**config.mk**
```make
export PLATFORM = sky130hd
export DESIGN_NAME = snps_sqrt_stage
export DESIGN_NICKNAME = d
export VERILOG_FILES = /design/src/rtl/core/snps_pkg.sv /design/src/rtl/core/snps_sqrt_stage.sv
export SDC_FILE = /design/constraint.sdc
export NUM_CORES = 1
export LEC_CHECK = 0
export BUFFER_PORTS_ARGS = -buffer_cell sky130_fd_sc_hd__buf_4
export CAP_MARGIN = 25
export CELL_PAD_IN_SITES_DETAIL_PLACEMENT = 1
export CELL_PAD_IN_SITES_GLOBAL_PLACEMENT = 2
export CORE_AREA = 2 2 176 178
export DETAILED_ROUTE_END_ITERATION = 7
export DIE_AREA = 0 0 178 180
export PLACE_DENSITY = 0.93
export REMOVE_ABC_BUFFERS = 1
export SYNTH_ARGS = -nofsm -noshare
export SYNTH_HDL_FRONTEND = slang
export SYNTH_SLANG_ARGS = --single-unit
```
**constraint.sdc**
```tcl
create_clock -name clk -period 1.09 [get_ports clk]
set_clock_uncertainty 0.05 [all_clocks]
set_input_delay 0.109 -clock clk [delete_from_list [all_inputs] [get_ports clk]]
set_output_delay 0.109 -clock clk [all_outputs]
set_load 0.01 [all_outputs]
```
**src/rtl/core/snps_pkg.sv**
```systemverilog
// Shared types and widths for the segment nearest point snap core.
// Used by every module under rtl/core; depends on nothing.
package snps_pkg;

	localparam int COORD_W = 32;
	localparam int DIFF_W  = 33;
	localparam int PROD_W  = 66;
	localparam int DOT_W   = 67;
	localparam int TOL_W   = 31;
	localparam int TOL2_W  = 62;
	localparam int DIST_W  = 33;
	localparam int RAD_W   = 72;
	localparam int ROOT_W  = 36;
	localparam int SQREM_W = 38;
	localparam int CFG_W   = 32;
	localparam int IDX_W   = 2;

	typedef logic [IDX_W-1:0] snps_idx_t;

	localparam snps_idx_t CFG_CURSOR_X  = 2'd0;
	localparam snps_idx_t CFG_CURSOR_Y  = 2'd1;
	localparam snps_idx_t CFG_TOLERANCE = 2'd2;

	typedef enum logic [1:0] {
		MODE_START,
		MODE_END,
		MODE_LERP
	} snps_mode_t;

	typedef struct packed {
		logic [COORD_W-1:0] sx;
		logic [COORD_W-1:0] sy;
		logic [COORD_W-1:0] ex;
		logic [COORD_W-1:0] ey;
		logic [DIFF_W-1:0]  dx;
		logic [DIFF_W-1:0]  dy;
		snps_mode_t         mode;
	} snps_seg_t;

endpackage

```
**src/rtl/core/snps_sqrt_stage.sv**
```systemverilog
// One digit step of the distance square root: one root bit per stage.
// Depends on snps_pkg.
module snps_sqrt_stage #(
	parameter int TAG_BITS = 8
) (
	input  logic                         clk,
	input  logic                         arst_n,
	input  logic                         en,
	input  logic                         valid_i,
	input  logic [TAG_BITS-1:0]          tag_i,
	input  logic [snps_pkg::COORD_W-1:0] nx_i,
	input  logic [snps_pkg::COORD_W-1:0] ny_i,
	input  logic [snps_pkg::RAD_W-1:0]   rad_i,
	input  logic [snps_pkg::ROOT_W-1:0]  root_i,
	input  logic [snps_pkg::SQREM_W-1:0] rem_i,
	output logic                         valid_o,
	output logic [TAG_BITS-1:0]          tag_o,
	output logic [snps_pkg::COORD_W-1:0] nx_o,
	output logic [snps_pkg::COORD_W-1:0] ny_o,
	output logic [snps_pkg::RAD_W-1:0]   rad_o,
	output logic [snps_pkg::ROOT_W-1:0]  root_o,
	output logic [snps_pkg::SQREM_W-1:0] rem_o
);

	logic [snps_pkg::SQREM_W+1:0] wide;
	logic [snps_pkg::SQREM_W+1:0] trial;
	logic [snps_pkg::SQREM_W+1:0] diff;
	logic                         ge;
	logic                         valid_s1;
	logic [TAG_BITS-1:0]          tag_s1;
	logic [snps_pkg::COORD_W-1:0] nx_s1;
	logic [snps_pkg::COORD_W-1:0] ny_s1;
	logic [snps_pkg::RAD_W-1:0]   rad_s1;
	logic [snps_pkg::ROOT_W-1:0]  root_s1;
	logic [snps_pkg::SQREM_W-1:0] rem_s1;

	always_comb begin
		wide  = {rem_i, rad_i[snps_pkg::RAD_W-1 -: 2]};
		trial = {2'b00, root_i, 2'b01};
		diff  = wide - trial;
		ge    = (wide >= trial);
	end

	always_ff @(posedge clk or negedge arst_n) begin
		if (!arst_n) begin
			valid_s1 <= 1'b0;
		end else if (en) begin
			valid_s1 <= valid_i;
		end
	end

	always_ff @(posedge clk) begin
		if (en) begin
			tag_s1  <= tag_i;
			nx_s1   <= nx_i;
			ny_s1   <= ny_i;
			rad_s1  <= {rad_i[snps_pkg::RAD_W-3:0], 2'b00};
			root_s1 <= {root_i[snps_pkg::ROOT_W-2:0], ge};
			rem_s1  <= ge ? diff[snps_pkg::SQREM_W-1:0] : wide[snps_pkg::SQREM_W-1:0];
		end
	end

	assign valid_o = valid_s1;
	assign tag_o   = tag_s1;
	assign nx_o    = nx_s1;
	assign ny_o    = ny_s1;
	assign rad_o   = rad_s1;
	assign root_o  = root_s1;
	assign rem_o   = rem_s1;

endmodule

```
[Word level (Yosys, flattened, before mapping)]
Index checks and enable logic that the tools add are counted.
Storage, ports and cells
  register bits: 217
  output and inout port bits: 219
  word-level logic and storage cells: 10
Operators by class
  add/sub/neg operators: 1
  $lt $le $gt $ge: 1
  muxes and demuxes: 1
Operators by type and width (count)
  greater-or-equal comparator 40 x 38 -> 1 bit: 1
  two-way mux 38 bit: 1
  subtractor 38 bit: 1

[Logic depth before layout (Yosys ltp)]
Gate-level depths: netlist of run 1.
  word-level depth: 2
  gate-level depth with buffers: 13
  depth with buffers taken out: 10

[Least setup slack after synthesis of run 1]
Ideal clock, no wire load.
  kind: input port to flip-flop
  start: input root_i[3] (netlist name)
  end: register rem_s1, in the netlist rem_o[30] (data pin)
  library setup time: 260 ps
  arrival: 2426 ps
  data required time: 780 ps
  slack: -1646 ps
  stages: 12
  path buffers: 2
  path through: inv_1 -> ha_1 -> and2_4 -> a221oi_2 -> nand2_1 -> a31o_2 -> a21oi_4 -> a21oi_1 -> o31a_1 -> buf_6 -> buf_6 -> mux2_4
Between the ends
  word-level cells in the longest chain between the ends: 2
  elaborated cells between the ends (all ways): 3
  those cells by class: add/sub (1); order compare (1); mux (1)
Ends and longest elaborated chain
  from (decl): RTL line snps_sqrt_stage.sv:14  | input logic [snps_pkg::ROOT_W-1:0] root_i,
  greater-or-equal comparator 40 x 38 -> 1 bit: RTL line snps_sqrt_stage.sv:41  | ge = (wide >= trial);
  net ge: RTL line snps_sqrt_stage.sv:28  | logic ge;
  two-way mux 38 bit: RTL line snps_sqrt_stage.sv:59  | rem_s1 <= ge ? diff[snps_pkg::SQREM_W-1:0] : wide[snps_pkg::SQREM_W-1:0];
  to (signal assigned): RTL line snps_sqrt_stage.sv:59
  to (decl): RTL line snps_sqrt_stage.sv:35  | logic [snps_pkg::SQREM_W-1:0] rem_s1;
The timed path passes the listed nets, and every way through them passes these cells.
A chain may end at the register's enable or synchronous reset.

[Final worst setup path of run 1]
  start: input root_i[19] (netlist name)
  end: register rem_s1, in the netlist rem_o[23] (data pin)
Between the ends
  word-level cells in the longest chain between the ends: 2
  elaborated cells between the ends (all ways): 3
  those cells by class: add/sub (1); order compare (1); mux (1)
Ends and longest elaborated chain (RTL line)
  subtractor 38 bit / greater-or-equal comparator 40 x 38 -> 1 bit (equally long branches): snps_sqrt_stage.sv:40, snps_sqrt_stage.sv:41
  two-way mux 38 bit *: snps_sqrt_stage.sv:59
Every way passes the cells marked *; elsewhere a longest branch is shown, timed or not.

==> out/metrics.yaml, run 1 <==
status: "finished with violations"
violations: "negative setup slack"
routed_wl_um: 50810
seqCellArea_mm2: 0.006511
dieArea_mm2: 0.03204
htree_levels: 1
grt-ovfl-total: 0
drive_above_1_share_pct: 51.97
seqPwrFrac_pct: 39.0
rows: 64
numClockSinks: 217
finalCriticalPeriod_ps: 2261
antenna_found_initial: 4
slowest_delay_ps: 330
drt_first_iter_violations: 593
combPwrFrac_pct: 27.6
path_class: "in -> reg"
multiInputGateArea_mm2: 0.003201
hpwl_um: 28560
synthDistinctLibCells: 64
grt_pass1_vias: 10550
clock_path_buffers: 3
drt_pass1_iterations: 5
finalSetupViolCount: 256
hold_violations: 0
path_max_fanout: 7
port_buffers: 438
syn2layout_area_growth_pct: 103.4
required_ps: 1320
avgSynthCellArea_um2: 14.70
vias: 9539
nets: 1767
die_x_um: 178
whs_endpoint: "rem_o[1]"
antenna_left: 0
slew_viol_final: 0
pwr-share-clk_pct: 33.4
maxCapViolCount: 0
critPathBufInv: 4
hp-class: "in -> reg"
grtUsageTotal_pct: 29.54
num_io_pins: 441
core-area_mm2: 0.03019
min_from: "rad_i[71]"
tritoncts: "built"
die_y_um: 180
clk_latency_ps: 540
initial_core_util_pct: 31.37
crit_family: "compound AO/OA/AOI/OAI gates"
crit_chain: "buf_4 > inv_1 > ha_2 > a21oi_2 > o21bai_1 > a21oi_1 > o21ai_2 > a21oi_4 > a21oi_2 > o31a_2 > buf_4 > buf_12 > mux2_4"
instances_no_fill: 1923
ys_ff_latch: 217
place.gp.congestion: 0.8418
ff2ff_path_depth: 3
crit_arrival_ps: 2490
synth_area_mm2: 0.009469
cts_buffers: 26
synth-edff-count: 216
power.internal_w: 0.01985
path_clk_slew_ps: 60
ys_seq_area_share_pct: 68.76
r2r_end: "valid_o"
power_density_mw_per_mm2: 1420
yosys_warnings: 0
dp_cells: 1631
async_flop_share_pct: 0.4608
min_path_cells: 4
max_freq_mhz: 442.3
fin_ws_ps: -1171
worstSetupStartpointType: "primary input"
grt_setup_unrepaired: "yes"
cts-root-buf: "clkbuf_16"
nFillCells: 2921
synth_ff_type: "edfxtp_1"
drc: 0
ff2ff_setup_slack_ps: 0
r2r-start: "valid_o"
pre_cts_ws_ps: -1817
finalCritPeriodShare_pct: 207.4
wl_per_cell_um: 26.42
syn_inst: 644
ir_worst_vdd_mv: 1.152
drt-vias-per-instance: 4.960
p_switching_w: 0.007496
grt_pass1_wl_um: 70280
switching_share_pct: 27.41
end_kind: "flop"
slowest_stage: "o31a_2"
leakagePower_nw: 8.322
grt_max_degree: 52
area by class of cell:
type	instances	share of cell area (%)
diodes	5	0.06498
well taps	396	2.573
inverters	48	0.9877
multi-input cells	362	16.62
flip-flops and latches	217	33.81
repair buffers	852	41.51
clock buffers	30	3.567
clock inverters	13	0.8642
worst max-delay path by stage:
| stage | from | end | slack, ps | cells past startpoint |
|---|---|---|---|---|
| 2_1_floorplan | root_i[23] | rem_o[10] | -2400 | 10 |
| 5_1_grt | root_i[19] | rem_o[32] | -1240 | 13 |
| 4_1_cts | root_i[3] | rem_o[32] | -1060 | 13 |
| 3_3_place_gp | root_i[23] | rem_o[36] | -1760 | 13 |
| 6_report | root_i[19] | rem_o[23] | -1170 | 13 |
| 3_5_place_dp | root_i[4] | rem_o[35] | -1820 | 12 |
cell usage in the layout (no fill, tap or decap), types with 4 or more instances in the layout:
cell,n
ha_1,18
buf_6,224
nand3_1,7
nor2_1,23
xor2_1,11
a21o_1,16
mux2_2,26
inv_1,37
nor3_1,15
nand2_1,25
buf_12,10
nand2b_1,7
clkinv_1,5
inv_2,7
o21ai_1,7
bufinv_16,4
nand2_2,4
mux2_4,10
dlygate4sd3_1,216
a21oi_4,5
a21oi_1,32
edfxtp_1,216
clkbuf_16,28
o21bai_1,6
o21ai_2,5
inv_4,4
diode_2,5
a21oi_2,7
xnor2_1,18
buf_4,396
ha_4,17
o21ai_0,15
nand4_1,8
cells in the mapped netlist (all sizes together) (10+ instances only):
cell type  instances  share of area (%)
clkbuf            10               0.40
a21oi             44                2.4
nand2             30                1.2
nand3             10               0.53
nor3              17               0.90
mux2              36                4.5
nor2              24               0.95
xor2              11                1.0
xnor2             19                1.8
inv               48                1.9
o21ai             27                1.4
a21o              16                1.3
ha                38                5.0
edfxtp           216                 68
cells by family after synthesis:
family | count (synthesis) | synth area share, %
fa+ha+maj | 38 | 5.021
other cells | 1 | 0.03960
flops | 217 | 68.76
compound gates | 134 | 9.289
mux | 39 | 4.836
buf+inv | 66 | 2.907
simple gates | 119 | 6.369
xor+xnor | 30 | 2.775
flip-flops by register name (all words and copies together) (netlist names):
name and flops:
ny_o 32, tag_o 8, nx_o 32, root_o 36
rem_o 38, valid_o 1, rad_o 70
power groups by stage:
stage          Combinational (W)  Sequential [W]  Clock (W)
5_1_grt                  0.00789          0.0107    0.00952
6_report                 0.00754          0.0107    0.00914
2_1_floorplan            0.00156          0.0109          0
3_5_place_dp             0.00545          0.0106          0
3_3_place_gp             0.00526          0.0105          0
4_1_cts                  0.00688          0.0106    0.00908
metrics by stage:
stage | cell area, µm² | setup TNS, ps | power [W] | hold WS (ps) | util [%]
after floorplan | 9378 | -92020 | 0.01251 | -236.6 | -
after CTS | 18740 | -71300 | 0.02652 | -144.6 | 62.09
after detailed placement | 14530 | -67370 | 0.01603 | -159.4 | 48.14
after global placement | 14530 | -67020 | 0.01579 | -161.1 | 48.14
after global routing | 19260 | -83290 | 0.02812 | 140.6 | 63.78
final | 19260 | -75210 | 0.02735 | 96.01 | 63.78
worst reg2reg max path, cell delays in order, from the launching register on:
cell and delay (ps):
dfrtp_1 430, buf_6 140, buf_6 100, mux2_4 260
layer usage:
layer | track usage (%) | up-vias | part of all wire [%]
li1 | - | 4168 | -
met1 | 32.27 | 4795 | 36
met2 | 55.22 | 447 | 54
met3 | 5.245 | 129 | 5.7
met4 | 12.66 | 0 | 4.9
met5 | 0 | - | 0
timing repair:
item | in CTS | in global routing
pin swaps | 33 | 15
setup endpoints to repair | 256 | 355
setup buffers | 16 | 11
gates resized for setup | 254 | 93
hold buffers | 216 | 1
hold endpoints to repair | 230 | 1
gates cloned | 2 | 1
No activity file was read; power rests on OpenSTA's default activity.
==> run 2: changes to the inputs <==
- CORE_AREA: 2 2 176 178 -> 5 5 179 181
- DIE_AREA: 0 0 178 180 -> 0 0 184 186
- GPL_TIMING_DRIVEN: not set -> 0
- TNS_END_PERCENT: not set -> 1
==> run 2 against run 1 <==
  * The flow finishes with violations (negative hold slack, negative setup slack)
  * Total power decreased by 3.5%
  * Sequential power about the same
  * Clock power shrank 1%
  * Global-route usage shrank 3.3 points
  * Setup slack got worse by 66 ps
  * Largest cell class unchanged
==> out/metrics.yaml, run 2 (synthesized netlist as in run 1, its figures left out) <==
status: "finished with violations"
violations: "negative hold slack, negative setup slack"
hold_violations: 15  # +15
drc: 0  # unchanged
crit_path_start: "root_i[5]"
path_clk_slew_ps: 70  # about the same
leakagePower_nw: 7.513  # -9.7%
wl_per_cell_um: 27.54  # +4.2%
dieArea_mm2: 0.03422  # +6.8%
ir_worst_vdd_mv: 1.269  # +10%
required_ps: 1300  # -20 ps
r2r-start: "valid_o"
critPathBufInv: 4  # unchanged
final_area_mm2: 0.01792  # -6.9%
fin_ws_ps: -1237  # -66.25 ps
place.gp.congestion: 0.8104  # -3.7%
dr_wl_met3_um: 3129  # +8.2%
grt_pass1_wl_um: 66630  # -5.2%
grtUsageTotal_pct: 26.22  # -3.3 points
crit_arrival_ps: 2540  # +50 ps
drive_above_1_share_pct: 44.88  # -7.1 points
ff2ff_setup_slack_ps: 270  # +270 ps
die_x_um: 184  # +3.4%
tritoncts: "built"
power_density_mw_per_mm2: 1472  # +3.7%
maxUsedRoutingLayer: "met5"
drt_first_iter_violations: 502  # -15%
routed_wl_um: 48670  # -4.2%
crit_family: "compound AO/OA/AOI/OAI gates"
slowest_stage: "o31a_4"
post_dp_cell_area_mm2: 0.01322  # -9.1%
slew_viol_final: 0  # unchanged
path_max_fanout: 7  # unchanged
cp.depth: 13  # unchanged
cts-root-buf: "clkbuf_16"
ff2ff_path_depth: 1  # -2
hold-worst-slack_ps: -20.06  # -116.1 ps
wl_met2_um: 26470  # -3.0%
antenna_found_initial: 5  # +1
drt_pass1_iterations: 5  # unchanged
grt_max_degree: 128  # +150%
grt_pass1_vias: 9612  # -8.9%
finalCritPeriodShare_pct: 213.5  # +6.1 points
max_freq_mhz: 429.7  # -2.8%
numClockSinks: 217  # unchanged
vias: 8756  # -8.2%
slowest_delay_ps: 320  # about the same
finalCriticalPeriod_ps: 2327  # +66.25 ps
drt-vias-per-instance: 4.955  # -0.10%
nets: 1606  # -9.1%
finalSetupViolCount: 268  # +4.7%
num_io_pins: 441  # unchanged
die_y_um: 186  # +3.3%
end_kind: "flop"
mostFrequentLayoutCells: "buf_4, dlygate4sd3_1, edfxtp_1"
core-area_mm2: 0.03027  # +0.26%
clock_path_buffers: 3  # unchanged
rows: 64  # unchanged
met1_length_um: 17110  # -5.6%
mostFrequentLayoutCell: "buf_4"
maxCapViolCount: 0  # unchanged
grt-ovfl-total: 0  # unchanged
r2r_end: "valid_o"
hp-class: "in -> reg"
largest_reg_flops: 70  # unchanged
worstSetupStartpointType: "primary input"
final_util_pct: 59.20  # -4.6 points
clk_latency_ps: 500  # -40 ps
initial_core_util_pct: 31.28  # -0.083 points
cts_buffers: 26  # unchanged
grt_setup_unrepaired: "yes"
port_buffers: 438  # unchanged
htree_levels: 1  # unchanged
hpwl_um: 27110  # -5.1%
syn2layout_area_growth_pct: 89.24
crit_chain: "buf_4 > inv_1 > ha_2 > a21o_1 > a31oi_4 > o21ai_1 > a31o_4 > a21oi_4 > a21oi_2 > o31a_4 > buf_8 > buf_12 > mux2_4"
antenna_left: 0  # unchanged
max_slew.worst_pin.slew_ps: 669.9
path_class: "in -> reg"
relSlewSlack_pct: 55.34
endpoint: "rem_o[19]"
-- run 2: cell types whose count changed in the layout (fill, tap and decap cells not counted), sizes merged --
cell          previous run  this run
clkinv                   6         3
bufinv                   4         3
dlymetal6s4s             1         0
clkinvlp                 3         2
clkbuf                  31        39
dlygate4sd3            216       221
inv                     48        49
buf                    634       470
-- run 2: metrics by stage --
stage | setup TNS, ps | std cells | setup slack, ps | hold slack [ps] | power, W
5_1_grt | -87700 | 1767 | -1330 | -28.01 | 0.02739
3_3_place_gp | -468350 | 1461 | -3732 | -164.7 | 0.01506
2_1_floorplan | -92020 | 627 | -2396 | -236.6 | 0.01251
6_report | -76470 | 1767 | -1237 | -20.06 | 0.02639
3_5_place_dp | -177810 | 1463 | -2663 | -163.8 | 0.01522
4_1_cts | -72690 | 1758 | -1165 | 4.602 | 0.02579
-- run 2: where the power goes --
part / switching (W) / internal (W) / total (W)
registers: 0.000500 / 0.0102 / 0.0107
clock network: 0.00362 / 0.00541 / 0.00903
logic: 0.00299 / 0.00370 / 0.00669
total: 0.00711 / 0.0193 / 0.0264
-- run 2: repair_timing --
action / in CTS / in global routing
resized for setup: 275 / 50
pin swaps: 27 / 5
hold buffers: 218 / 3
setup endpoints to repair: 383 / 256
buffers inserted: 25 / 1
gates cloned: 4 / 0
endpoints found under the hold margin: 217 / 5
-- run 2: cell type report --
cell class,instances,area [µm²]
Fill cell,2962,12350
Tap cell,396,495.5
Timing Repair Buffer,691,6725
Inverter,48,190.2
Clock buffer,39,740.7
Antenna cell,5,12.51
Multi-Input combinational cell,362,3118
Sequential cell,217,6511
Clock inverter,9,126.4
-- run 2: worst min-delay path by stage --
stage | from | to | slack [ps] | cells after the start
after floorplan | arst_n | valid_o | -240 | 0
after global placement | arst_n | valid_o | -160 | 1
after detailed placement | arst_n | valid_o | -160 | 1
after CTS | en | rem_o[36] | 5 | 1
after global routing | en | rad_o[15] | -30 | 1
final | en | rad_o[15] | -20 | 1
-- run 2: routing by layer --
layer | global-route usage [%] | vias up
li1 | - | 3858
met1 | 28.69 | 4396
met2 | 50.34 | 404
met3 | 5.237 | 96
met4 | 8.873 | 2
met5 | 0 | -
