[src/rtl/core/snps_pkg.sv]
// Shared types and widths for the segment nearest point snap core.
// Used by every module under rtl/core; depends on nothing.
package snps_pkg;

	localparam int COORD_W = 32;
	localparam int DIFF_W  = 33;
	localparam int PROD_W  = 66;
	localparam int DOT_W   = 67;
	localparam int TOL_W   = 31;
	localparam int TOL2_W  = 62;
	localparam int DIST_W  = 33;
	localparam int RAD_W   = 72;
	localparam int ROOT_W  = 36;
	localparam int SQREM_W = 38;
	localparam int CFG_W   = 32;
	localparam int IDX_W   = 2;

	typedef logic [IDX_W-1:0] snps_idx_t;

	localparam snps_idx_t CFG_CURSOR_X  = 2'd0;
	localparam snps_idx_t CFG_CURSOR_Y  = 2'd1;
	localparam snps_idx_t CFG_TOLERANCE = 2'd2;

	typedef enum logic [1:0] {
		MODE_START,
		MODE_END,
		MODE_LERP
	} snps_mode_t;

	typedef struct packed {
		logic [COORD_W-1:0] sx;
		logic [COORD_W-1:0] sy;
		logic [COORD_W-1:0] ex;
		logic [COORD_W-1:0] ey;
		logic [DIFF_W-1:0]  dx;
		logic [DIFF_W-1:0]  dy;
		snps_mode_t         mode;
	} snps_seg_t;

endpackage

[src/rtl/core/snps_div_stage.sv]
// One restoring step of the projection divider: one quotient bit per stage.
// Depends on snps_pkg.
module snps_div_stage #(
	parameter int T_FRAC_BITS = 32,
	parameter int TAG_BITS    = 8
) (
	input  logic                        clk,
	input  logic                        arst_n,
	input  logic                        en,
	input  logic                        valid_i,
	input  logic [TAG_BITS-1:0]         tag_i,
	input  snps_pkg::snps_seg_t         seg_i,
	input  logic [snps_pkg::PROD_W-1:0] rem_i,
	input  logic [snps_pkg::PROD_W-1:0] len2_i,
	input  logic [T_FRAC_BITS-1:0]      t_i,
	output logic                        valid_o,
	output logic [TAG_BITS-1:0]         tag_o,
	output snps_pkg::snps_seg_t         seg_o,
	output logic [snps_pkg::PROD_W-1:0] rem_o,
	output logic [snps_pkg::PROD_W-1:0] len2_o,
	output logic [T_FRAC_BITS-1:0]      t_o
);

	logic [snps_pkg::PROD_W:0]   sh;
	logic [snps_pkg::PROD_W:0]   diff;
	logic                        ge;
	logic                        valid_s1;
	logic [TAG_BITS-1:0]         tag_s1;
	snps_pkg::snps_seg_t         seg_s1;
	logic [snps_pkg::PROD_W-1:0] rem_s1;
	logic [snps_pkg::PROD_W-1:0] len2_s1;
	logic [T_FRAC_BITS-1:0]      t_s1;

	always_comb begin
		sh   = {rem_i, 1'b0};
		diff = sh - {1'b0, len2_i};
		ge   = (sh >= {1'b0, len2_i});
	end

	always_ff @(posedge clk or negedge arst_n) begin
		if (!arst_n) begin
			valid_s1 <= 1'b0;
		end else if (en) begin
			valid_s1 <= valid_i;
		end
	end

	always_ff @(posedge clk) begin
		if (en) begin
			tag_s1  <= tag_i;
			seg_s1  <= seg_i;
			len2_s1 <= len2_i;
			rem_s1  <= ge ? diff[snps_pkg::PROD_W-1:0] : sh[snps_pkg::PROD_W-1:0];
			t_s1    <= {t_i[T_FRAC_BITS-2:0], ge};
		end
	end

	assign valid_o = valid_s1;
	assign tag_o   = tag_s1;
	assign seg_o   = seg_s1;
	assign rem_o   = rem_s1;
	assign len2_o  = len2_s1;
	assign t_o     = t_s1;

endmodule

[config.mk]
export PLATFORM = sky130hd
export DESIGN_NAME = snps_div_stage
export DESIGN_NICKNAME = d
export VERILOG_FILES = /design/src/rtl/core/snps_pkg.sv /design/src/rtl/core/snps_div_stage.sv
export SDC_FILE = /design/constraint.sdc
export NUM_CORES = 1
export LEC_CHECK = 0
export BUFFER_PORTS_ARGS = -buffer_cell sky130_fd_sc_hd__buf_2
export CORE_AREA = 2 2 291 293
export CTS_CLUSTER_DIAMETER = 60
export CTS_CLUSTER_SIZE = 30
export DETAILED_ROUTE_END_ITERATION = 16
export DIE_AREA = 0 0 293 295
export GPL_TIMING_DRIVEN = 0
export PLACE_DENSITY = 0.45
export SETUP_SLACK_MARGIN = 0.4
export SLEW_MARGIN = 10
export SYNTH_ARGS = -nofsm -noshare
export SYNTH_HDL_FRONTEND = slang
export SYNTH_SLANG_ARGS = --single-unit
[constraint.sdc]
create_clock -name clk -period 0.81 [get_ports clk]
set_input_delay 0.081 -clock clk [delete_from_list [all_inputs] [get_ports clk]]
set_output_delay 0.081 -clock clk [all_outputs]
set_load 0.02 [all_outputs]
# After elaboration in Yosys (flattened, before gate mapping)
# Index checks and enable logic that the tools add are counted.
# Widths: inputs -> output; s select.
# word_totals
elab_cells	16
output_inout_bits	369
inputBits	372
regBits	369
# op_classes
n_lt_le_gt_ge	1
mux	1
addsub	1
# ops
cell	count
$ge 67x66->1	1
$mux 66	1
$sub 66x66->66	1

# Depth between registers and ports, before layout
# Gate-level depths: netlist of the first run.
# depth
depth_word	2
depth_mapped	16
ltp_nobuf	13

# Least setup slack after synthesis of the first run
# OpenSTA, ideal clock, no wires.
# synth_path
path_kind	input to register
start	input port len2_i[34] (netlist name)
end	register rem_s1 (netlist bit rem_o[61]) (data pin)
t_required_ns	0.543
path_buffers	1
path_slack_ns	-2.180
arrival_ns	2.723
cell_stages	13
setup_ns	0.267
path_cell_list	inv_1 > ha_1 > nand2_1 > or4_1 > nand3b_4 > a21oi_2 > nor3_2 > a2111oi_4 > nor2_1 > o31a_1 > buf_6 > a2111oi_4 > a211oi_1
# synth_between
elab_chain_len	2
word_cells_on_any_way	3
cone_classes	add/sub: 1; order compare: 1; mux: 1
# synth_rtl
element	line_no	rtl
start, declared	snps_div_stage.sv:14	input logic [snps_pkg::PROD_W-1:0] len2_i,
$sub 66x66->66 / $ge 67x66->1 (equally long branches)	snps_div_stage.sv:36, snps_div_stage.sv:37	
$mux 66 (*)	snps_div_stage.sv:53	rem_s1 <= ge ? diff[snps_pkg::PROD_W-1:0] : sh[snps_pkg::PROD_W-1:0];
end signal, assigned	snps_div_stage.sv:53	
end, declared	snps_div_stage.sv:30	logic [snps_pkg::PROD_W-1:0] rem_s1;
# Mark *: on every way between the ends. The rest lies on a longest branch, timed or not.
# A chain may end at the register's enable or synchronous reset.

# Final worst setup path of the first run
# layout_path
start	input port len2_i[0] (netlist name)
end	register rem_s1 (netlist bit rem_o[58]) (data pin)
# The elaborated chain is that of the path after synthesis.

==> reports/summary.txt, run 1 <==
==================================================================================================
Status .............................................................................. finished with violations
Violations in the final reports ..................................................... hold timing, setup timing
Mapped Nets .........................................................................        1,610
Power Internal ......................................................................      42.2 mW
Required arrival time at the worst endpoint .........................................      1130 ps
Crit path capture type ..............................................................     register
Number of cells produced by synthesis ...............................................        1,171
Number of buffers added by the clock tree synthesis step ............................           43
Iter 0 DRT Violations ...............................................................          744
Maximum number of buffers from clock root to sink ...................................            3
Critical R2R Launch ................................................................. valid_o$_DFFE_PN0P_
Maximum ir drop on the vdd rail .....................................................      1.43 mV
Area of the die .....................................................................  86,400 um^2
Share of power burned in registers ..................................................        39.0%
Number of max-cap violations ........................................................            0
Number of clock sinks ...............................................................          369
Source-to-sink clock delay at the later pin of the worst-skew pair ..................       580 ps
Psw .................................................................................      19.4 mW
Register Area .......................................................................  11,100 um^2
Worst EP arrival ....................................................................      3140 ps
Lkg Pwr .............................................................................      13.1 nW
Placed instance area ................................................................  21,500 um^2
Root Buffer ......................................................................... sky130_fd_sc_hd__clkbuf_16
Number of vias per cell .............................................................         4.26
Net count of the finished layout ....................................................        2,798
Overall Power .......................................................................      61.5 mW
Max-slew violation count ............................................................            0
Number of enable flip-flop cells after synthesis ....................................          368
Number of search-and-repair iterations in the first detailed-routing pass ...........            5
Area share of the largest cell type after synthesis .................................        69.0%
Post-synthesis average cell area ....................................................    13.7 um^2
Maximum fanout count along the critical path ........................................            4
Placement row count .................................................................          106
Critical Path Start .................................................................    len2_i[0]
Cell with the most instances after synthesis ........................................ sky130_fd_sc_hd__edfxtp_1
Max Used Layer ......................................................................         met5
Final critical-path share of the clock period .......................................         349%
Core Area ...........................................................................  83,200 um^2
Library cell occupying the most area in the post-synthesis netlist .................. sky130_fd_sc_hd__edfxtp_1
Hold crit path type .................................................................    in -> reg
Part of the total power dissipated in combinational logic ...........................        27.8%
Startpoint of the tightest hold check path ..........................................      valid_i
Clock network fraction of total power ...............................................        33.2%
Non-Filler Cell Area, Final .........................................................  31,000 um^2
Sequential element share of the synthesized area ....................................        69.2%
Clock tree from TritonCTS ...........................................................         done
Number of global-route vias before repair ...........................................       15,300
Share of final-layout standard cells stronger than drive strength 1 .................        48.2%
Top area cells in the synthesized netlist ........................................... sky130_fd_sc_hd__edfxtp_1 (69%), sky130_fd_sc_hd__ha_1 (5.2%), sky130_fd_sc_hd__a21oi_1 (3.8%)
First-pass GRT wire length ..........................................................   109,000 um
Synth Warn # ........................................................................            0
Fraction of power spent switching nets ..............................................        31.5%
Detail-routed net length per standard cell ..........................................      23.3 um
Hold WS .............................................................................      -262 ps
Number of fill cells ................................................................        7,874
CTS Hold Buffers Added ..............................................................          299
Final ANT Viol Nets .................................................................            0
DR WL met3 ..........................................................................      5300 um
Commonest cells post-synth .......................................................... sky130_fd_sc_hd__edfxtp_1 (368), sky130_fd_sc_hd__a21oi_1 (123), sky130_fd_sc_hd__nand2_1 (93)
Worst Skew ..........................................................................         0 ps
Chip width ..........................................................................       293 um
Classification of the worst setup path ..............................................    in -> reg
Setup violation total in the final timing report ....................................          436
Final hold viol count ...............................................................          129
Die Y-Extent ........................................................................       295 um
Worst Max-Slew Pin Slew .............................................................       577 ps
Input/output buffers ................................................................          739
Number of unique standard cell types used by synthesis ..............................           67
Ys flop type ........................................................................ sky130_fd_sc_hd__edfxtp_1
Final Worst Setup Slack .............................................................     -2020 ps
Post-detailed-routing wire length ...................................................    81,100 um
Layout-stage area growth over the synthesis result ..................................        93.8%
Clock transition time at the flip-flop clock pins of the worst setup and hold paths .        70 ps
Headroom to the max-slew limit ......................................................        61.2%
Detailed-routed wire length on met2 .................................................    41,300 um
Post-synthesis sequential element count .............................................          369
CTS H-tree depth ....................................................................            2
DRC violations left .................................................................            0
Metal1 wirelength ...................................................................    31,500 um
Post-synth ARST share ...............................................................       0.271%
Footprint of the multi-input gates ..................................................    5740 um^2
Total overflow reported by the global router ........................................            0
Tmin final ..........................................................................      2830 ps
Netlist area before placement .......................................................  16,000 um^2
Type of element launching the critical path .........................................    input pin
Maximum number of pins on one net before global-route repair ........................           53
Total track usage ...................................................................        17.4%
DP Wirelength .......................................................................    57,000 um
Number of antenna violations at the first check in global routing ...................           18
Power density normalized to cell area ............................................... 1980 nW/um^2
Unrepaired setup endpoints after global routing .....................................          yes
Global placement routability congestion .............................................        0.878
Peak clock frequency supported by timing ............................................      354 MHz
Vias post-DR ........................................................................       14,800
Count of boundary I/O pins ..........................................................          741
Effective utilization at floorplan ..................................................        19.3%
==================================================================================================
cells by family after synthesis:
| logic type | count (synthesis) | synth area share (%) |
|---|---|---|
| AO/OA/AOI/OAI | 305 | 11.9 |
| XOR/XNOR | 55 | 3.01 |
| adder cells (fa/ha/maj) | 67 | 5.28 |
| buffers and inverters | 116 | 3.03 |
| flip-flops | 369 | 69.2 |
| multiplexers | 2 | 0.133 |
| AND/OR/NAND/NOR | 257 | 7.50 |
worst max-delay path, cell delays in order:
cell and delay (ps):
sky130_fd_sc_hd__buf_2 150, sky130_fd_sc_hd__inv_1 120, sky130_fd_sc_hd__fa_2 400, sky130_fd_sc_hd__a21o_1 290, sky130_fd_sc_hd__a311o_1 360, sky130_fd_sc_hd__o211a_4 200
sky130_fd_sc_hd__a221oi_4 280, sky130_fd_sc_hd__buf_6 150, sky130_fd_sc_hd__and3b_2 260, sky130_fd_sc_hd__o31ai_4 110, sky130_fd_sc_hd__and2_4 220, sky130_fd_sc_hd__a21oi_4 180
sky130_fd_sc_hd__xor2_1 220, sky130_fd_sc_hd__a21oi_2 80
state kept, by name, indices dropped and copies added, names as in the netlist:
name	count
valid_o	1
tag_o	8
seg_o	196
rem_o	66
len2_o	66
t_o	32
power by group through the flow:
stage	combinational, mW	clock [mW]	sequential, mW
floorplan	3.60	0	26.3
CTS	15.9	21.1	23.8
finish	17.1	20.4	24.0
global placement	11.1	0	24.2
global route	18.1	21.7	24.1
detailed placement	11.1	0	24.0
per-layer routing:
| layer | vias to the layer above | global-route usage, % |
|---|---|---|
| li1 | 6800 | - |
| met1 | 7310 | 20.1 |
| met2 | 567 | 31.3 |
| met3 | 125 | 4.80 |
| met4 | 24 | 5.39 |
| met5 | - | 0 |
final cells by class:
| type | count | share of cell area [%] |
|---|---|---|
| Sequential cell | 369 | 35.7 |
| Timing Repair Buffer | 1143 | 34.2 |
| Multi-Input combinational cell | 686 | 18.5 |
| Tap cell | 1080 | 4.35 |
| Clock buffer | 45 | 3.49 |
| Clock inverter | 35 | 1.37 |
| Buffer | 35 | 1.31 |
| Inverter | 81 | 1.08 |
| Antenna cell | 5 | 0.0403 |
what timing repair did:
action / 4_1_cts / 5_1_grt
endpoints found under the hold margin: 410 / 136
gates cloned: 24 / 6
endpoints found under the setup margin: 752 / 598
resized for setup: 667 / 363
setup buffers: 58 / 14
pin swaps: 36 / 24
worst paths after layout:
path	end	cells past startpoint	slack, ps
setup / recovery	rem_o[58]$_DFFE_PP_	14	-2020
hold / removal	valid_o$_DFFE_PN0P_	2	-260
setup reg to reg	valid_o$_DFFE_PN0P_	1	20
hold reg to reg	valid_o$_DFFE_PN0P_	1	550
max in group asynchronous	valid_o$_DFFE_PN0P_	2	840
min in group asynchronous	valid_o$_DFFE_PN0P_	2	-160
placed cells by master (no fill, tap or decap), types with 9 or more instances in the layout:
master,instances
sky130_fd_sc_hd__buf_2,400
sky130_fd_sc_hd__edfxtp_1,368
sky130_fd_sc_hd__buf_6,345
sky130_fd_sc_hd__dlygate4sd3_1,281
sky130_fd_sc_hd__a21oi_1,74
sky130_fd_sc_hd__nand2_1,65
sky130_fd_sc_hd__inv_1,64
sky130_fd_sc_hd__nor2_1,60
sky130_fd_sc_hd__o21ai_0,50
sky130_fd_sc_hd__clkbuf_16,49
sky130_fd_sc_hd__buf_4,46
sky130_fd_sc_hd__ha_1,39
sky130_fd_sc_hd__a21o_1,34
sky130_fd_sc_hd__a21oi_2,32
sky130_fd_sc_hd__xnor2_1,32
sky130_fd_sc_hd__buf_12,28
sky130_fd_sc_hd__buf_16,24
sky130_fd_sc_hd__ha_4,22
sky130_fd_sc_hd__nand2_4,21
sky130_fd_sc_hd__xor2_1,20
sky130_fd_sc_hd__a21oi_4,18
sky130_fd_sc_hd__dlymetal6s4s_1,18
sky130_fd_sc_hd__nand4_1,16
sky130_fd_sc_hd__nor2_4,14
sky130_fd_sc_hd__clkbuf_1,13
sky130_fd_sc_hd__o21bai_1,13
sky130_fd_sc_hd__nor2_2,13
sky130_fd_sc_hd__o21ai_2,13
sky130_fd_sc_hd__inv_2,10
sky130_fd_sc_hd__nor3_1,10
sky130_fd_sc_hd__buf_8,9
per-stage QoR:
stage / setup slack (ps) / TNS (ps) / utilization (%) / cells
2_1_floorplan: -1890 / -125220 / - / 1171
3_3_place_gp: -6350 / -2396090 / 25.7 / 2990
3_5_place_dp: -3540 / -510920 / 25.8 / 2993
4_1_cts: -1980 / -290100 / 35.5 / 3454
5_1_grt: -2120 / -301020 / 37.3 / 3477
6_report: -2020 / -274500 / 37.3 / 3479
No activity file was read; power rests on OpenSTA's default activity.
==> inputs of run 2 (changes only) <==
--- a/config.mk
+++ b/config.mk
@@ -12,7 +12,6 @@
 export DETAILED_ROUTE_END_ITERATION = 16
 export DIE_AREA = 0 0 293 295
 export GPL_TIMING_DRIVEN = 0
-export PLACE_DENSITY = 0.45
 export SETUP_SLACK_MARGIN = 0.4
 export SLEW_MARGIN = 10
 export SYNTH_ARGS = -nofsm -noshare
==> reports/summary.txt, run 2 (synthesis gave the netlist of run 1 again) <==
==================================================================================================
Crit path capture type ..............................................................     register
Clock tree from TritonCTS ...........................................................         done
TNS Setup ...........................................................................  -282,500 ps
Final ANT Viol Nets .................................................................            0
Violations in the final reports ..................................................... hold timing, setup timing
Placement row count .................................................................          106
Die Y-Extent ........................................................................       295 um
Classification of the worst setup path ..............................................    in -> reg
Most congested layer reported by global routing .....................................         met2
Slack of the worst reg-to-reg path ..................................................        20 ps
Net count of the finished layout ....................................................        2,785
Commonest non-fill, non-tap cell in the layout ...................................... sky130_fd_sc_hd__buf_2
Maximum ir drop on the vdd rail .....................................................      1.87 mV
CTS H-tree depth ....................................................................            2
Root Buffer ......................................................................... sky130_fd_sc_hd__clkbuf_16
Detail-routed net length per standard cell ..........................................      23.7 um
Peak per-stage delay on the critical path ...........................................       530 ps
Maximum fanout count along the critical path ........................................            6
Global routing usage on met1 ........................................................        20.3%
Sequence of cells on the critical path .............................................. buf_2, inv_2, ha_4, nand2_4, or4_4, nand3b_4, a21oi_4, nor3_4, buf_12, a2111oi_4, nor2_2, o31a_1, inv_2, buf_12, buf_12, buf_12, buf_16, a21oi_2
Total track usage ...................................................................        17.6%
Count of boundary I/O pins ..........................................................          741
Area of the die .....................................................................  86,400 um^2
Input/output buffers ................................................................          739
Number of antenna violations at the first check in global routing ...................           30
Peak clock frequency supported by timing ............................................      342 MHz
Critical R2R Launch ................................................................. valid_o$_DFFE_PN0P_
Vias post-DR ........................................................................       14,700
Maximum number of buffers from clock root to sink ...................................            3
Core Area ...........................................................................  83,200 um^2
Number of clock sinks ...............................................................          369
Total overflow reported by the global router ........................................            0
Endpoint of the worst-slack reg-to-reg timing path .................................. valid_o$_DFFE_PN0P_
Register-to-Register Path Depth .....................................................            1
DP Wirelength .......................................................................    58,300 um
Iter 0 DRT Violations ...............................................................          804
CP max-delay cell ................................................................... sky130_fd_sc_hd__or4_4
Setup Slack @ Placement .............................................................     -3700 ps
Final Worst Setup Slack .............................................................     -2120 ps
Cell repeated most along the worst path ............................................. sky130_fd_sc_hd__buf_12
Status .............................................................................. finished with violations
Worst EP arrival ....................................................................      3250 ps
Largest delay contributor family on the critical path ............................... compound AO/OA/AOI/OAI gates
Headroom to the max-slew limit ......................................................        67.1%
Number of fill cells ................................................................        7,890
Post-detailed-routing wire length ...................................................    82,500 um
Final critical-path share of the clock period .......................................         361%
Worst Skew ..........................................................................         0 ps
Share of final-layout standard cells stronger than drive strength 1 .................        47.6%
First-pass GRT wire length ..........................................................   107,000 um
Number of search-and-repair iterations in the first detailed-routing pass ...........            5
Number of buffers added by the clock tree synthesis step ............................           46
Met2 usage ..........................................................................        29.5%
Clock transition time at the flip-flop clock pins of the worst setup and hold paths .        60 ps
Effective utilization at floorplan ..................................................        19.3%
Maximum number of pins on one net before global-route repair ........................          100
Total number of cells along the worst setup path ....................................           18
Final design utilization ............................................................        36.9%
Total placed cells including tap cells ..............................................        2,993
Power density normalized to cell area ............................................... 2060 nW/um^2
Tmin final ..........................................................................      2930 ps
Number of vias per cell .............................................................         4.24
Overall Power .......................................................................      63.1 mW
Layout-stage area growth over the synthesis result ..................................        91.6%
Largest register FFs ................................................................          196
Hold WS .............................................................................      -293 ps
Type of element launching the critical path .........................................    input pin
Number of max-cap violations ........................................................            0
Required arrival time at the worst endpoint .........................................      1140 ps
Hold crit path type .................................................................    in -> reg
Final hold viol count ...............................................................          114
Max-slew violation count ............................................................            0
Non-filler cells, final .............................................................        3,474
Global placement routability congestion .............................................        0.837
Number of instances on the worst hold path ..........................................            1
Met3 routing resource usage after global routing ....................................        5.68%
Worst Max-Slew Pin Slew .............................................................       489 ps
Startpoint of the tightest hold check path ..........................................    len2_i[0]
Unrepaired setup endpoints after global routing .....................................          yes
Lkg Pwr .............................................................................      12.9 nW
DRC violations left .................................................................            0
Endpoint with the worst hold slack .................................................. len2_o[0]$_DFFE_PP_
Commonest cells after routing, fill and taps aside .................................. sky130_fd_sc_hd__buf_2 (416), sky130_fd_sc_hd__edfxtp_1 (368), sky130_fd_sc_hd__buf_6 (327)
Setup violation total in the final timing report ....................................          436
Chip width ..........................................................................       293 um
Buf/Inv on CP .......................................................................            8
Number of global-route vias before repair ...........................................       14,800
Source-to-sink clock delay at the later pin of the worst-skew pair ..................       590 ps
==================================================================================================
[run 2: cell count changes in the layout (fill, tap and decap cells not counted), sizes merged]
| cell | previous run | this run |
|---|---|---|
| bufbuf | 4 | 7 |
| diode | 5 | 11 |
| clkinvlp | 0 | 2 |
| dlymetal6s4s | 18 | 10 |
| clkinv | 19 | 17 |
| bufinv | 1 | 2 |
| buf | 852 | 837 |
| clkbuf | 68 | 67 |
| dlygate4sd3 | 281 | 290 |
[run 2: power by group]
group / internal, mW / switching, mW / total (mW)
Combinational: 7.93 / 8.89 / 16.8
Clock: 12.1 / 10.3 / 22.4
Sequential: 23.1 / 0.774 / 23.9
[run 2: routing by layer]
metal | vias to the layer above | routed length (um)
li1 | 6786 | -
met1 | 7130 | 31000
met2 | 628 | 40100
met3 | 169 | 6900
met4 | 26 | 4250
met5 | - | 166
[run 2: cell type report]
cell class	instances	area, um^2	area share (%)
inverters	81	329	1.07
well taps	1080	1350	4.41
repair buffers	1127	10200	33.1
diodes	11	27.5	0.0898
plain buffers	35	439	1.43
clock buffers	49	1170	3.82
flip-flops and latches	369	11100	36.1
clock inverters	36	514	1.68
multi-input cells	686	5600	18.3
[run 2: repair_timing]
item                                    in CTS  in global routing
cloned                                      20                  4
gates resized for setup                    589                357
endpoints found under the setup margin     805                570
hold buffers                               299                  1
pin swaps                                   30                 18
buffers inserted                            51                 10
endpoints found under the hold margin      456                167
[run 2: worst max-delay path by stage]
stage / from / to / slack (ps)
finish: len2_i[30] / rem_o[34]$_DFFE_PP_ / -2120
global route: rem_i[17] / rem_o[34]$_DFFE_PP_ / -2200
CTS: len2_i[32] / rem_o[29]$_DFFE_PP_ / -1960
detailed placement: len2_i[2] / rem_o[53]$_DFFE_PP_ / -3700
global placement: en / valid_o$_DFFE_PN0P_ / -6560
floorplan: len2_i[18] / rem_o[61]$_DFFE_PP_ / -1890
[run 2: through the flow]
stage / cell area, um^2 / hold slack (ps)
after floorplan: 16300 / -215
after global placement: 21400 / -139
after detailed placement: 21500 / -136
after CTS: 29300 / -329
after global routing: 30700 / -318
final: 30700 / -293
==> inputs of run 3 (changes only) <==
--- a/config.mk
+++ b/config.mk
@@ -13,6 +13,7 @@
 export DIE_AREA = 0 0 293 295
 export GPL_TIMING_DRIVEN = 0
 export SETUP_SLACK_MARGIN = 0.4
+export SKIP_LAST_GASP = 1
 export SLEW_MARGIN = 10
 export SYNTH_ARGS = -nofsm -noshare
 export SYNTH_HDL_FRONTEND = slang
==> reports/summary.txt, run 3 (synthesis gave the netlist of run 1 again) <==
==================================================================================================
Endpoint of the worst-slack reg-to-reg timing path .................................. valid_o$_DFFE_PN0P_
Number of clock sinks ...............................................................          369
Status .............................................................................. finished with violations
Die Y-Extent ........................................................................       295 um
Number of search-and-repair iterations in the first detailed-routing pass ...........            5
Maximum fanout count along the critical path ........................................            8
Final hold viol count ...............................................................          112
Commonest non-fill, non-tap cell in the layout ...................................... sky130_fd_sc_hd__buf_2
Net count of the finished layout ....................................................        2,793
Core Area ...........................................................................  83,200 um^2
Maximum number of pins on one net before global-route repair ........................          100
Startpoint of the tightest hold check path ..........................................    len2_i[0]
Total track usage ...................................................................        17.6%
Largest register FFs ................................................................          196
Placement row count .................................................................          106
Effective utilization at floorplan ..................................................        19.3%
Clock tree from TritonCTS ...........................................................         done
Number of max-cap violations ........................................................            0
Required arrival time at the worst endpoint .........................................      1150 ps
Layout-stage area growth over the synthesis result ..................................        92.7%
Chip width ..........................................................................       293 um
Slack of the worst reg-to-reg path ..................................................        20 ps
Input/output buffers ................................................................          739
Met2 usage ..........................................................................        29.6%
Count of boundary I/O pins ..........................................................          741
Worst Max-Slew Pin Slew .............................................................       472 ps
Endpoint with the worst hold slack .................................................. len2_o[0]$_DFFE_PP_
Number of fill cells ................................................................        7,840
Number of global-route vias before repair ...........................................       14,800
Headroom to the max-slew limit ......................................................        68.2%
Placed instance area ................................................................  21,500 um^2
First-pass GRT wire length ..........................................................   107,000 um
Hold crit path type .................................................................    in -> reg
Worst EP arrival ....................................................................      3200 ps
Tmin final ..........................................................................      2860 ps
Classification of the worst setup path ..............................................    in -> reg
CTS Hold Buffers Added ..............................................................          299
Crit path capture type ..............................................................     register
TNS Setup ...........................................................................  -277,080 ps
Type of element launching the critical path .........................................    input pin
Iter 0 DRT Violations ...............................................................          834
Critical R2R Launch ................................................................. valid_o$_DFFE_PN0P_
Most congested layer reported by global routing .....................................         met2
Violations in the final reports ..................................................... hold timing, setup timing
Root Buffer ......................................................................... sky130_fd_sc_hd__clkbuf_16
Maximum number of buffers from clock root to sink ...................................            3
Vias post-DR ........................................................................       14,800
CTS H-tree depth ....................................................................            2
Global routing usage on met1 ........................................................        20.1%
Peak clock frequency supported by timing ............................................      350 MHz
DP Wirelength .......................................................................    58,300 um
Max-slew violation count ............................................................            0
Area of the die .....................................................................  86,400 um^2
Hold WS .............................................................................      -287 ps
Number of antenna violations at the first check in global routing ...................           32
Source-to-sink clock delay at the later pin of the worst-skew pair ..................       590 ps
Worst Skew ..........................................................................         0 ps
Global placement routability congestion .............................................        0.837
Final critical-path share of the clock period .......................................         353%
Unrepaired setup endpoints after global routing .....................................          yes
Final ANT Viol Nets .................................................................            0
Clock transition time at the flip-flop clock pins of the worst setup and hold paths .        70 ps
Post-detailed-routing wire length ...................................................    82,900 um
Non-Filler Cell Area, Final .........................................................  30,900 um^2
Lkg Pwr .............................................................................      12.9 nW
Maximum ir drop on the vdd rail .....................................................      1.86 mV
Detail-routed net length per standard cell ..........................................      23.8 um
Final Worst Setup Slack .............................................................     -2050 ps
Number of buffers added by the clock tree synthesis step ............................           46
Number of instances on the worst hold path ..........................................            1
Commonest cells after routing, fill and taps aside .................................. sky130_fd_sc_hd__buf_2 (417), sky130_fd_sc_hd__edfxtp_1 (368), sky130_fd_sc_hd__buf_6 (327)
Register-to-Register Path Depth .....................................................            1
Power density normalized to cell area ............................................... 2050 nW/um^2
Number of vias per cell .............................................................         4.26
Setup violation total in the final timing report ....................................          436
Total overflow reported by the global router ........................................            0
Share of final-layout standard cells stronger than drive strength 1 .................        48.4%
DRC violations left .................................................................            0
Met3 routing resource usage after global routing ....................................        5.78%
==================================================================================================
[run 3: worst max-delay path by stage]
| stage | startpoint | to | slack, ps | cells past startpoint |
|---|---|---|---|---|
| 2_1_floorplan | len2_i[18] | rem_o[61]$_DFFE_PP_ | -1890 | 14 |
| 6_report | len2_i[30] | rem_o[52]$_DFFE_PP_ | -2050 | 18 |
| 4_1_cts | len2_i[32] | rem_o[6]$_DFFE_PP_ | -1970 | 16 |
| 3_3_place_gp | en | valid_o$_DFFE_PN0P_ | -6560 | 2 |
| 5_1_grt | len2_i[30] | rem_o[52]$_DFFE_PP_ | -2100 | 18 |
| 3_5_place_dp | len2_i[2] | rem_o[53]$_DFFE_PP_ | -3700 | 13 |
[run 3: layout make-up]
type,count,area (um^2),share of cell area (%)
sequential,369,11100,35.9
antenna,11,27.5,0.0892
buffer,35,442,1.43
multi-input combinational,686,5730,18.6
timing repair buffer,1135,10200,33.1
clock inverter,36,514,1.67
tap,1080,1350,4.38
clock buffer,49,1170,3.80
inverter,81,329,1.07
[run 3: per-stage QoR]
stage          utilization, %  power, mW  setup WS [ps]  cells  hold WS (ps)
2_1_floorplan               -       29.9          -1890   1171          -215
3_3_place_gp             25.7       35.2          -6560   2990          -139
3_5_place_dp             25.8       35.1          -3700   2993          -136
4_1_cts                  35.1       62.3          -1970   3448          -329
5_1_grt                  37.1       65.8          -2100   3477          -310
6_report                 37.1       63.4          -2050   3482          -287
[run 3: power breakdown]
| group | leakage, nW | internal (mW) | switching [mW] | total [mW] |
|---|---|---|---|---|
| Sequential | 3.61 | 23.1 | 0.772 | 23.9 |
| Combinational | 8.49 | 8.06 | 8.98 | 17.0 |
| Clock | 0.810 | 12.1 | 10.3 | 22.4 |
[run 3: metal layers]
metal | share of wire [%] | wire [um] | vias to the layer above
li1 | - | - | 6797
met1 | 38 | 31600 | 7196
met2 | 49 | 40200 | 659
met3 | 8.0 | 6660 | 170
met4 | 5.1 | 4230 | 26
met5 | 0.20 | 165 | -
[run 3: worst max-delay path, stage by stage]
cell and delay [ps]:
sky130_fd_sc_hd__buf_2 100, sky130_fd_sc_hd__inv_2 50, sky130_fd_sc_hd__ha_4 280, sky130_fd_sc_hd__nand2_4 60
sky130_fd_sc_hd__or4_4 540, sky130_fd_sc_hd__nand3b_4 190, sky130_fd_sc_hd__a21oi_4 180, sky130_fd_sc_hd__nor3_4 60
sky130_fd_sc_hd__buf_12 150, sky130_fd_sc_hd__a2111oi_4 360, sky130_fd_sc_hd__nor2_2 100, sky130_fd_sc_hd__o31a_1 300
sky130_fd_sc_hd__inv_2 120, sky130_fd_sc_hd__buf_12 120, sky130_fd_sc_hd__buf_16 170, sky130_fd_sc_hd__buf_12 120
sky130_fd_sc_hd__buf_8 130, sky130_fd_sc_hd__a21oi_4 70
[run 3: what timing repair did]
action | CTS | global route
setup buffers | 51 | 19
pin swaps | 26 | 23
gates cloned | 20 | 4
endpoints found under the hold margin | 456 | 163
resized for setup | 568 | 391
endpoints found under the setup margin | 805 | 570
